$ cat config.mk
export PLATFORM = sky130hd
export DESIGN_NAME = sqsh_chunk_deframer_decrypt_core
export DESIGN_NICKNAME = d
export VERILOG_FILES = /design/src/rtl/sqsh_pkg.sv /design/src/rtl/sqsh_chunk_deframer_decrypt_core.sv
export VERILOG_INCLUDE_DIRS = /design/src /design/src/rtl
export SDC_FILE = /design/constraint.sdc
export NUM_CORES = 1
export LEC_CHECK = 0
export ABC_AREA = 1
export BUFFER_PORTS_ARGS = -buffer_cell sky130_fd_sc_hd__buf_2
export CORE_MARGIN = 8
export CORE_UTILIZATION = 55
export DETAILED_ROUTE_END_ITERATION = 10
export PLACE_DENSITY = 0.74
export SYNTH_ARGS = -nofsm -noshare
export SYNTH_HDL_FRONTEND = slang
export SYNTH_SLANG_ARGS = --single-unit
export TNS_END_PERCENT = 50
$ cat constraint.sdc
create_clock -name clk -period 10.05 [get_ports clk]
set_input_delay 2.01 -clock clk [delete_from_list [all_inputs] [get_ports clk]]
set_output_delay 2.01 -clock clk [all_outputs]
set_load 0.02 [all_outputs]
$ cat src/rtl/assert_macros.svh
// Assertion helpers used by the RTL.
`ifndef ASSERT_MACROS_SVH
`define ASSERT_MACROS_SVH

// Clocked property, checked only out of reset.
`define SQSH_ASSERT(label, prop, msg) \
  label: assert property (@(posedge clk) disable iff (!rst_n) (prop)) else $error(msg);

// Implication checked on every edge out of reset.
`define SQSH_ASSERT_IMP(label, pre, post, msg) \
  label: assert property (@(posedge clk) disable iff (!rst_n) (pre) |-> (post)) \
    else $error(msg);

`endif

$ cat src/rtl/sqsh_pkg.sv
`default_nettype none
package sqsh_pkg;

  localparam int unsigned HDR_BYTES = 19;
  localparam int unsigned HDR_CNT_W = 5;

  typedef enum logic [1:0] {
    PH_HEADER  = 2'd0,
    PH_PAYLOAD = 2'd1,
    PH_HALTED  = 2'd2
  } phase_t;

  typedef enum logic [2:0] {
    ST_OK        = 3'd0,
    ST_BAD_MAGIC = 3'd1,
    ST_TRUNC_HDR = 3'd2,
    ST_OVERRUN   = 3'd3,
    ST_BAD_METH  = 3'd4
  } status_t;

  localparam logic [7:0] METH_STORED  = 8'd0;
  localparam logic [7:0] METH_DEFLATE = 8'd2;

  // Header offsets
  localparam logic [HDR_CNT_W-1:0] OFS_METHOD  = HDR_CNT_W'(5);
  localparam logic [HDR_CNT_W-1:0] OFS_ENCRYPT = HDR_CNT_W'(6);
  localparam logic [HDR_CNT_W-1:0] OFS_PLEN    = HDR_CNT_W'(7);
  localparam logic [HDR_CNT_W-1:0] OFS_XLEN    = HDR_CNT_W'(11);
  localparam logic [HDR_CNT_W-1:0] OFS_LAST    = HDR_CNT_W'(HDR_BYTES - 1);

  // "SQSH"
  function automatic logic [7:0] magic_byte(input logic [1:0] idx);
    logic [7:0] m;
    case (idx)
      2'd0:    m = 8'h53;
      2'd1:    m = 8'h51;
      2'd2:    m = 8'h53;
      default: m = 8'h48;
    endcase
    return m;
  endfunction

endpackage
`default_nettype wire

$ cat src/rtl/sqsh_chunk_deframer_decrypt_core.sv
// Channel | Ports           | Contents (lowest bit first)
// in      | in_t*           | tdata: data_byte; tuser: start_chunk; tlast: end_of_archive
// out     | out_t*          | tdata: out_byte, expanded_size, status; tuser: byte_valid,
//         |                 | deflated; tlast: chunk_end
// One input item per cycle while in_tready is high; its result is output the next cycle.
// All parsing and decryption is one pass of logic between the state/input side and the
// result register; the 32-bit payload index compare sets the path.
// An item is taken whenever the result register is empty or being drained.
// rst_n is synchronous, active low; after reset the parser waits for header byte zero.
`default_nettype none
`include "assert_macros.svh"
module sqsh_chunk_deframer_decrypt_core (
  input  wire logic        clk,
  input  wire logic        rst_n,
  input  wire logic        in_tvalid,
  output logic             in_tready,
  input  wire logic [7:0]  in_tdata,   // [7:0] data_byte
  input  wire logic        in_tuser,   // [0] start_chunk
  input  wire logic        in_tlast,   // end_of_archive
  output logic             out_tvalid,
  input  wire logic        out_tready,
  output logic [47:0]      out_tdata,  // [7:0] out_byte, [39:8] expanded_size, [42:40] status
  output logic [1:0]       out_tuser,  // [0] byte_valid, [1] deflated
  output logic             out_tlast   // chunk_end
);
  import sqsh_pkg::*;

  phase_t                 phase_r, phase_nxt;
  logic [HDR_CNT_W-1:0]   hdr_cnt_r, hdr_cnt_nxt;
  logic [7:0]             meth_r, meth_nxt;
  logic                   enc_r, enc_nxt;
  logic [31:0]            plen_r, plen_nxt;
  logic [31:0]            xlen_r, xlen_nxt;
  logic [31:0]            idx_r, idx_nxt;

  logic                   out_vld_r;
  logic [7:0]             o_byte_r;
  logic                   o_bvalid_r, o_defl_r, o_end_r;
  logic [31:0]            o_size_r;
  status_t                o_st_r;

  logic                   in_acc;
  logic                   res_vld;
  logic [7:0]             res_byte;
  logic                   res_bvalid, res_defl, res_end;
  logic [31:0]            res_size;
  status_t                res_st;

  logic [7:0]             b;
  logic [HDR_CNT_W-1:0]   n;
  logic [HDR_CNT_W-1:0]   pofs, xofs;
  logic [7:0]             k;
  logic                   final_byte;

  assign in_tready = !out_vld_r || out_tready;
  assign in_acc    = in_tvalid && in_tready;
  assign b         = in_tdata;

  always_comb begin
    phase_nxt   = phase_r;
    hdr_cnt_nxt = hdr_cnt_r;
    meth_nxt    = meth_r;
    enc_nxt     = enc_r;
    plen_nxt    = plen_r;
    xlen_nxt    = xlen_r;
    idx_nxt     = idx_r;
    res_vld     = 1'b0;
    res_byte    = 8'd0;
    res_bvalid  = 1'b0;
    res_defl    = 1'b0;
    res_end     = 1'b1;
    res_size    = 32'd0;
    res_st      = ST_OK;
    n           = in_tuser ? '0 : hdr_cnt_r;
    pofs        = n - OFS_PLEN;
    xofs        = n - OFS_XLEN;
    k           = idx_r[7:0];
    final_byte  = (idx_r + 32'd1) == plen_r;

    if (in_tuser) begin
      phase_nxt   = PH_HEADER;
      hdr_cnt_nxt = '0;
    end

    case (in_tuser ? PH_HEADER : phase_r)
      PH_HEADER: begin
        if (n < HDR_CNT_W'(4) && b != magic_byte(n[1:0])) begin
          res_vld     = 1'b1;
          res_st      = ST_BAD_MAGIC;
          phase_nxt   = PH_HALTED;
          hdr_cnt_nxt = '0;
        end else begin
          if (n == OFS_METHOD) begin
            meth_nxt = b;
          end else if (n == OFS_ENCRYPT) begin
            enc_nxt = (b != 8'd0);
          end else if (n >= OFS_PLEN && n < OFS_XLEN) begin
            plen_nxt[8*pofs[1:0] +: 8] = b;
          end else if (n >= OFS_XLEN && n < OFS_XLEN + HDR_CNT_W'(4)) begin
            xlen_nxt[8*xofs[1:0] +: 8] = b;
          end
          if (n < OFS_LAST) begin
            if (in_tlast) begin
              res_vld     = 1'b1;
              res_st      = ST_TRUNC_HDR;
              phase_nxt   = PH_HALTED;
              hdr_cnt_nxt = '0;
            end else begin
              hdr_cnt_nxt = n + HDR_CNT_W'(1);
            end
          end else if (in_tlast && plen_r != 32'd0) begin
            res_vld     = 1'b1;
            res_st      = ST_OVERRUN;
            phase_nxt   = PH_HALTED;
            hdr_cnt_nxt = '0;
          end else if (meth_nxt != METH_STORED && meth_nxt != METH_DEFLATE) begin
            res_vld     = 1'b1;
            res_st      = ST_BAD_METH;
            phase_nxt   = PH_HALTED;
            hdr_cnt_nxt = '0;
          end else begin
            hdr_cnt_nxt = '0;
            idx_nxt     = 32'd0;
            if (plen_r == 32'd0) begin
              // empty chunk: one marker result, stay in header
              phase_nxt = PH_HEADER;
              res_vld   = 1'b1;
              res_defl  = (meth_nxt == METH_DEFLATE);
              res_size  = xlen_r;
            end else begin
              phase_nxt = PH_PAYLOAD;
            end
          end
        end
      end
      PH_PAYLOAD: begin
        res_vld = 1'b1;
        if (!final_byte && in_tlast) begin
          res_st      = ST_OVERRUN;
          phase_nxt   = PH_HALTED;
          hdr_cnt_nxt = '0;
        end else begin
          res_byte   = enc_r ? ((b - k) ^ k) : b;
          res_bvalid = 1'b1;
          res_defl   = (meth_r == METH_DEFLATE);
          res_end    = final_byte;
          res_size   = xlen_r;
          if (final_byte) begin
            phase_nxt   = PH_HEADER;
            hdr_cnt_nxt = '0;
            idx_nxt     = 32'd0;
          end else begin
            idx_nxt = idx_r + 32'd1;
          end
        end
      end
      default: begin
        // halted: drop bytes until a restart
      end
    endcase
  end

  always_ff @(posedge clk) begin
    if (!rst_n) begin
      phase_r   <= PH_HEADER;
      hdr_cnt_r <= '0;
      meth_r    <= 8'd0;
      enc_r     <= 1'b0;
      plen_r    <= 32'd0;
      xlen_r    <= 32'd0;
      idx_r     <= 32'd0;
    end else if (in_acc) begin
      phase_r   <= phase_nxt;
      hdr_cnt_r <= hdr_cnt_nxt;
      meth_r    <= meth_nxt;
      enc_r     <= enc_nxt;
      plen_r    <= plen_nxt;
      xlen_r    <= xlen_nxt;
      idx_r     <= idx_nxt;
    end
  end

  always_ff @(posedge clk) begin
    if (!rst_n) begin
      out_vld_r <= 1'b0;
    end else if (in_acc && res_vld) begin
      out_vld_r <= 1'b1;
    end else if (out_tready) begin
      out_vld_r <= 1'b0;
    end
  end

  always_ff @(posedge clk) begin
    if (in_acc && res_vld) begin
      o_byte_r   <= res_byte;
      o_bvalid_r <= res_bvalid;
      o_defl_r   <= res_defl;
      o_end_r    <= res_end;
      o_size_r   <= res_size;
      o_st_r     <= res_st;
    end
  end

  assign out_tvalid = out_vld_r;
  assign out_tdata  = {5'd0, o_st_r, o_size_r, o_byte_r};
  assign out_tuser  = {o_defl_r, o_bvalid_r};
  assign out_tlast  = o_end_r;

  `SQSH_ASSERT_IMP(a_err_shape, out_tvalid && o_st_r != ST_OK,
    o_end_r && !o_bvalid_r && !o_defl_r && o_size_r == 32'd0,
    "error item must carry only chunk_end and status")
  `SQSH_ASSERT_IMP(a_err_halts, in_acc && res_vld && res_st != ST_OK,
    ##1 phase_r == PH_HALTED, "error did not halt the parser")
  `SQSH_ASSERT(a_cnt_idle, phase_r == PH_HEADER || hdr_cnt_r == '0,
    "header count left nonzero outside header phase")
  `SQSH_ASSERT(a_cnt_range, hdr_cnt_r <= OFS_LAST,
    "header count past last header byte")

endmodule
`default_nettype wire
### After elaboration in Yosys (flattened, before gate mapping)

Cells that the tools add are included.

| storage, ports and cells | value |
|---|---|
| register bits after elaboration | 159 |
| bits of input ports | 14 |
| output and inout bits | 53 |
| logic and storage cells | 141 |

| cells by class | value |
|---|---|
| $add $sub $neg | 7 |
| shift-type cells | 4 |
| muxes and demuxes | 63 |
| reduce and logical (&&, ||, !) cells | 26 |
| eq/ne operators | 15 |
| bitwise operators | 6 |
| magnitude comparators | 6 |

Operators with widths:

| cell | number |
|---|---|
| $mux 32 | 12 |
| $pmux 32 s2 | 2 |
| $neg 5->34 | 2 |
| $shift 8x34->32 const A | 2 |
| $shiftx 8x34->32 | 2 |
| $bwmux 32 | 2 |
| $mux 8 | 5 |
| $add 32x1->32 const B | 1 |
| $eq 32x32->1 | 1 |
| $logic_not 32->1 | 1 |
| $reduce_bool 32->1 | 1 |
| $mux 5 | 6 |
| $mux 2 | 10 |
| $pmux 5 s2 | 2 |
| $eq 8x2->1 const B | 2 |
| $mux 1 | 16 |
| $reduce_bool 8->1 | 2 |
| $reduce_and 7->1 | 2 |
| $mux 3 | 4 |
| $eq 5x3->1 const B | 2 |
| $lt 5x4->1 const B | 2 |
| $ne 2x2->1 const B | 5 |
| $logic_and 1x1->1 | 8 |
| $ne 8x2->1 const B | 1 |
| other kinds (23) | 34 |

### Logic depth before layout (Yosys ltp)

| logic depth | value |
|---|---|
| depth after elaboration | 18 |
| depth in mapped cells | 20 |
| gate-level depth less buffers | 20 |

### Worst setup path after synthesis

Ideal clock, no wire load.

| timing | value |
|---|---|
| path kind | input to register |
| start | input in_tuser |
| end | register o_bvalid_r, enable pin |
| arrival | 4806 ps |
| stages | 15 |
| setup slack | 4843 ps |
| setup time | 400 ps |
| path through | inv_1 -> nand2_1 -> clkinv_1 -> clkbuf_1 -> ha_1 -> inv_1 -> ha_1 -> nor4_1 -> nand4_1 -> nand3_1 -> nand2_1 -> inv_1 -> nand4_1 -> nand2_1 -> inv_1 |

| between the ends | value |
|---|---|
| word-level cells in the longest chain between the ends | 13 |
| elaborated cells between the ends (all ways) | 27 |

Ends and longest elaborated chain:

| item | RTL line | source |
|---|---|---|
| start: declaration | sqsh_chunk_deframer_decrypt_core.sv:18 | `input wire logic in_tuser,` |
| $mux 5 | sqsh_chunk_deframer_decrypt_core.sv:74 | `n = in_tuser ? '0 : hdr_cnt_r;` |
| $eq 5x3->1 | sqsh_chunk_deframer_decrypt_core.sv:93 | `if (n == OFS_METHOD) begin` |
| $mux 8 | sqsh_chunk_deframer_decrypt_core.sv:93 |  |
| $mux 8 | sqsh_chunk_deframer_decrypt_core.sv:87 | `if (n < HDR_CNT_W'(4) && b != magic_byte(n[1:0])) begin` |
| $mux 8 | sqsh_chunk_deframer_decrypt_core.sv:85 | `case (in_tuser ? PH_HEADER : phase_r)` |
| $ne 8x2->1 / $reduce_bool 8->1 (equally long branches) | sqsh_chunk_deframer_decrypt_core.sv:116 | `end else if (meth_nxt != METH_STORED && meth_nxt != METH_DEFLATE) begin` |
| $logic_and 1x1->1 | sqsh_chunk_deframer_decrypt_core.sv:116 |  |
| $mux 1 | sqsh_chunk_deframer_decrypt_core.sv:116 |  |
| $mux 1 | sqsh_chunk_deframer_decrypt_core.sv:111 | `end else if (in_tlast && plen_r != 32'd0) begin` |
| $mux 1 | sqsh_chunk_deframer_decrypt_core.sv:102 | `if (n < OFS_LAST) begin` |
| $mux 1 | sqsh_chunk_deframer_decrypt_core.sv:87 |  |
| $pmux 1 s2 * | sqsh_chunk_deframer_decrypt_core.sv:85 |  |
| $logic_and 1x1->1 * | sqsh_chunk_deframer_decrypt_core.sv:194 | `if (in_acc && res_vld) begin` |
| end signal: assignment | sqsh_chunk_deframer_decrypt_core.sv:196 | `o_bvalid_r <= res_bvalid;` |
| end: declaration | sqsh_chunk_deframer_decrypt_core.sv:38 | `logic o_bvalid_r, o_defl_r, o_end_r;` |

Every way passes the cells marked *; elsewhere a longest branch is shown, timed or not. The select of a mux whose other input is x is not followed.
A chain may end at the register's enable or synchronous reset.

### Worst setup path after layout

| timing | value |
|---|---|
| start | input in_tuser |
| end | register xlen_r[10] |

| between the ends | value |
|---|---|
| word-level cells in the longest chain between the ends | 9 |
| elaborated cells between the ends (all ways) | 30 |

Ends and longest elaborated chain:

| item | RTL line | source |
|---|---|---|
| branches (longest 9 deep; another with $neg 5->34) | - |  |
| end signal: assignment | sqsh_chunk_deframer_decrypt_core.sv:178 | `xlen_r <= xlen_nxt;` |
| end: declaration | sqsh_chunk_deframer_decrypt_core.sv:33 | `logic [31:0] xlen_r, xlen_nxt;` |

Several ways; the timed one is not identified. The select of a mux whose other input is x is not followed.

==> reports/metrics.yaml <==
status: "finished clean"
crit_slowest_cell: "nor2_1"
synth-edff-count: 46
die_height_um: 148.0
cp.arrival_ps: 6480
antenna_cells: 0
io_pins: 67
syn_to_final_growth_pct: 9.695
path_delay_family: "simple AND/OR/NAND/NOR gates"
finalSetupViolCount: 0
path_max_fanout: 29
ir_worst_vdd_uv: 124.3
worstReg2RegEnd: "idx_r[16]$_SDFFE_PN0P_"
whs_ps: 471.6
final_common_cell: "nand2_1"
cts_made_buffers: 17
clock_skew_ps: 13.42
htreeDepth: 4
drive_above_1_share: 0.08430
synthCells: 1436
first_iter_violations: 904
holdBufCountCts: 0
min_path_type: "flop to flop"
holdPathStages: 2
finalHoldViolations: 0
grt_max_degree: 104
cts_buffer_depth: 2
detail-route-antenna-nets: 0
yosysUniqueCellTypes: 39
fin_setup_tns_ps: 0
clk_pin_slew_worst_paths_ps: 60
leakage_nw: 4.411
worstPathCellList: "buf_2 -> inv_1 -> nand2_1 -> clkinv_1 -> ha_1 -> inv_1 -> ha_1 -> nor4_1 -> nand4_1 -> nand3_1 -> nand2_1 -> nor2_2 -> o211ai_1 -> nor2_1 -> o21ai_0 -> a21oi_1"
maxCapViolCount: 0
max_freq_ghz: 0.1631
final_cell_mix: "360 x nand2_1, 162 x nor2_1, 161 x nand3_1, 139 x inv_1, 117 x a21oi_1"
grt_pass1_wl_um: 44460
final_cells: 1696
routed_wl_um: 27620
rrSetupSlack_ps: 5250
grt_pass1_vias: 8583
antenna_found_initial: 0
overflow: 0
path_buf_inv: 4
clockRootBuffer: "clkbuf_16"
worst_slew_pin_slew_ps: 1164
dpl.hpwl_um: 20520
clk_latency_ps: 430
vias: 9582
fin_crit_ps: 6131
yosysSeqAreaShare: 0.3805
place.gp.congestion: 0.9727
fin_ws_ps: 3919
port_buffers: 61
critPathRequiredTime_ps: 10400
cp-start-kind: "primary input"
die_w_um: 148.0
nets: 1493
finalCritPeriodShare: 0.6100
initial_core_util: 0.5575
avgSynthCellArea_um2: 6.669
multi_input_area_um2: 5091
whs_endpoint: "meth_r[0]$_SDFFE_PN0P_"
p_per_area_nw_per_um2: 146.9
critPathKind: "primary input to flop"
synth_area_um2: 9577
synth_seq_cells: 159
drc_errors: 0
rsz0062_at_grt: "no"
dr.pass1.iters: 5
register_area_um2: 3643
dieArea_um2: 21890
core_area_um2: 17180
nFillCells: 1675
preCtsSetupSlack_ps: 3636
ys_async_sr_fraction: 0
cts_tree: "built"
synth_ff_type: "dfxtp_1"
slew_viol_final: 0
clock_sinks: 159
cp-end-kind: "flop"
cts_setup_buffers: 0
yosys_warnings: 0
max_stage_delay_ps: 730
vias_per_cell: 5.650
wire_per_inst_um: 16.28
globalRouteTotalUtil: 0.2527
place_inst: 1664
rows: 48
cts_resized: 0
critical_path.reg2reg.startpoint: "idx_r[1]$_SDFFE_PN0P_"
maxSlewHeadroom: 0.2231
hp-start: "meth_r[0]$_SDFFE_PN0P_"
r2r_cells: 18
worst reg2reg max path, stage by stage (launching register included):
cell and delay [ps]:
dfxtp_1 480, ha_1 260, nand2_1 120, nor2_4 210, nand2_1 140, nor2_2 330
nand2_1 120, nand3_1 130, nand2_1 70, nor2_1 110, nand3_1 80, nor2_1 180
nand3_2 730, nand3_2 700, buf_4 460, nand2_2 320, nand2_1 130, nand2_1 50
nor2_1 120
cell usage after synthesis (all sizes together) (2+ instances only):
master,n,area share
a211oi,7,0.0055
a21oi,118,0.063
a31oi,3,0.0020
and2,2,0.0013
buf,32,0.019
clkbuf,35,0.014
clkinv,4,0.0016
dfxtp,113,0.24
edfxtp,46,0.14
ha,20,0.026
inv,144,0.056
nand2,362,0.14
nand3,164,0.087
nand3b,6,0.0047
nand4,54,0.035
nor2,175,0.074
nor3,4,0.0021
nor4,3,0.0020
o21ai,126,0.067
xnor2,4,0.0037
xor2,6,0.0055
through the flow:
stage / utilization / total power, mW / cell area (um^2)
4_1_cts: 0.6116 / 1.545 / 10510
5_1_grt: 0.6116 / 1.596 / 10510
2_1_floorplan: - / 0.8502 / 9592
6_report: 0.6116 / 1.543 / 10510
3_3_place_gp: 0.5772 / 0.9003 / 9915
3_5_place_dp: 0.5772 / 0.9017 / 9915
cell families after synthesis:
logic type / count (synthesis) / synth area share
other cells: 1 / 0.0003916
simple gates: 773 / 0.3512
fa+ha+maj: 21 / 0.02822
compound gates: 257 / 0.1394
buf+inv: 215 / 0.09119
flops: 159 / 0.3805
xor+xnor: 10 / 0.009145
area by class of cell:
class	count	area share
multi-input cells	1066	0.4846
repair buffers	66	0.03263
clock buffers	18	0.04181
inverters	148	0.05288
well taps	225	0.02680
flip-flops and latches	159	0.3468
clock inverters	14	0.01441
how the worst max path moves through the flow:
stage,start,end,slack [ps],cells past startpoint
floorplan,in_tuser,o_bvalid_r$_SDFFCE_PN0P_,4840,15
global placement,in_tuser,plen_r[26]$_SDFFE_PN0P_,3840,16
detailed placement,in_tuser,xlen_r[4]$_SDFFE_PN0P_,3640,16
CTS,in_tuser,xlen_r[10]$_SDFFE_PN0P_,4010,16
global route,in_tuser,plen_r[28]$_SDFFE_PN0P_,3410,16
finish,in_tuser,xlen_r[10]$_SDFFE_PN0P_,3920,16
state kept, by name, indices dropped and copies added (netlist names):
register    flops
o_defl_r        1
out_tlast       1
o_byte_r        8
plen_r         32
enc_r           1
o_bvalid_r      1
o_st_r          3
o_size_r       32
xlen_r         32
idx_r          32
out_tvalid      1
meth_r          8
hdr_cnt_r       5
phase_r         2
layer usage:
layer / share of wire / track usage
met4: 0.021 / 0.07751
met3: 0.088 / 0.05992
met5: 0 / 0
met2: 0.43 / 0.3839
met1: 0.46 / 0.3481
report_power, final:
group          leakage, nW  switching, mW  internal, mW
clock network        0.283          0.276         0.376
registers             1.37         0.0130         0.684
logic                 2.76          0.142        0.0515
total                 4.41          0.431          1.11
Power figures use the tool's default switching activity.
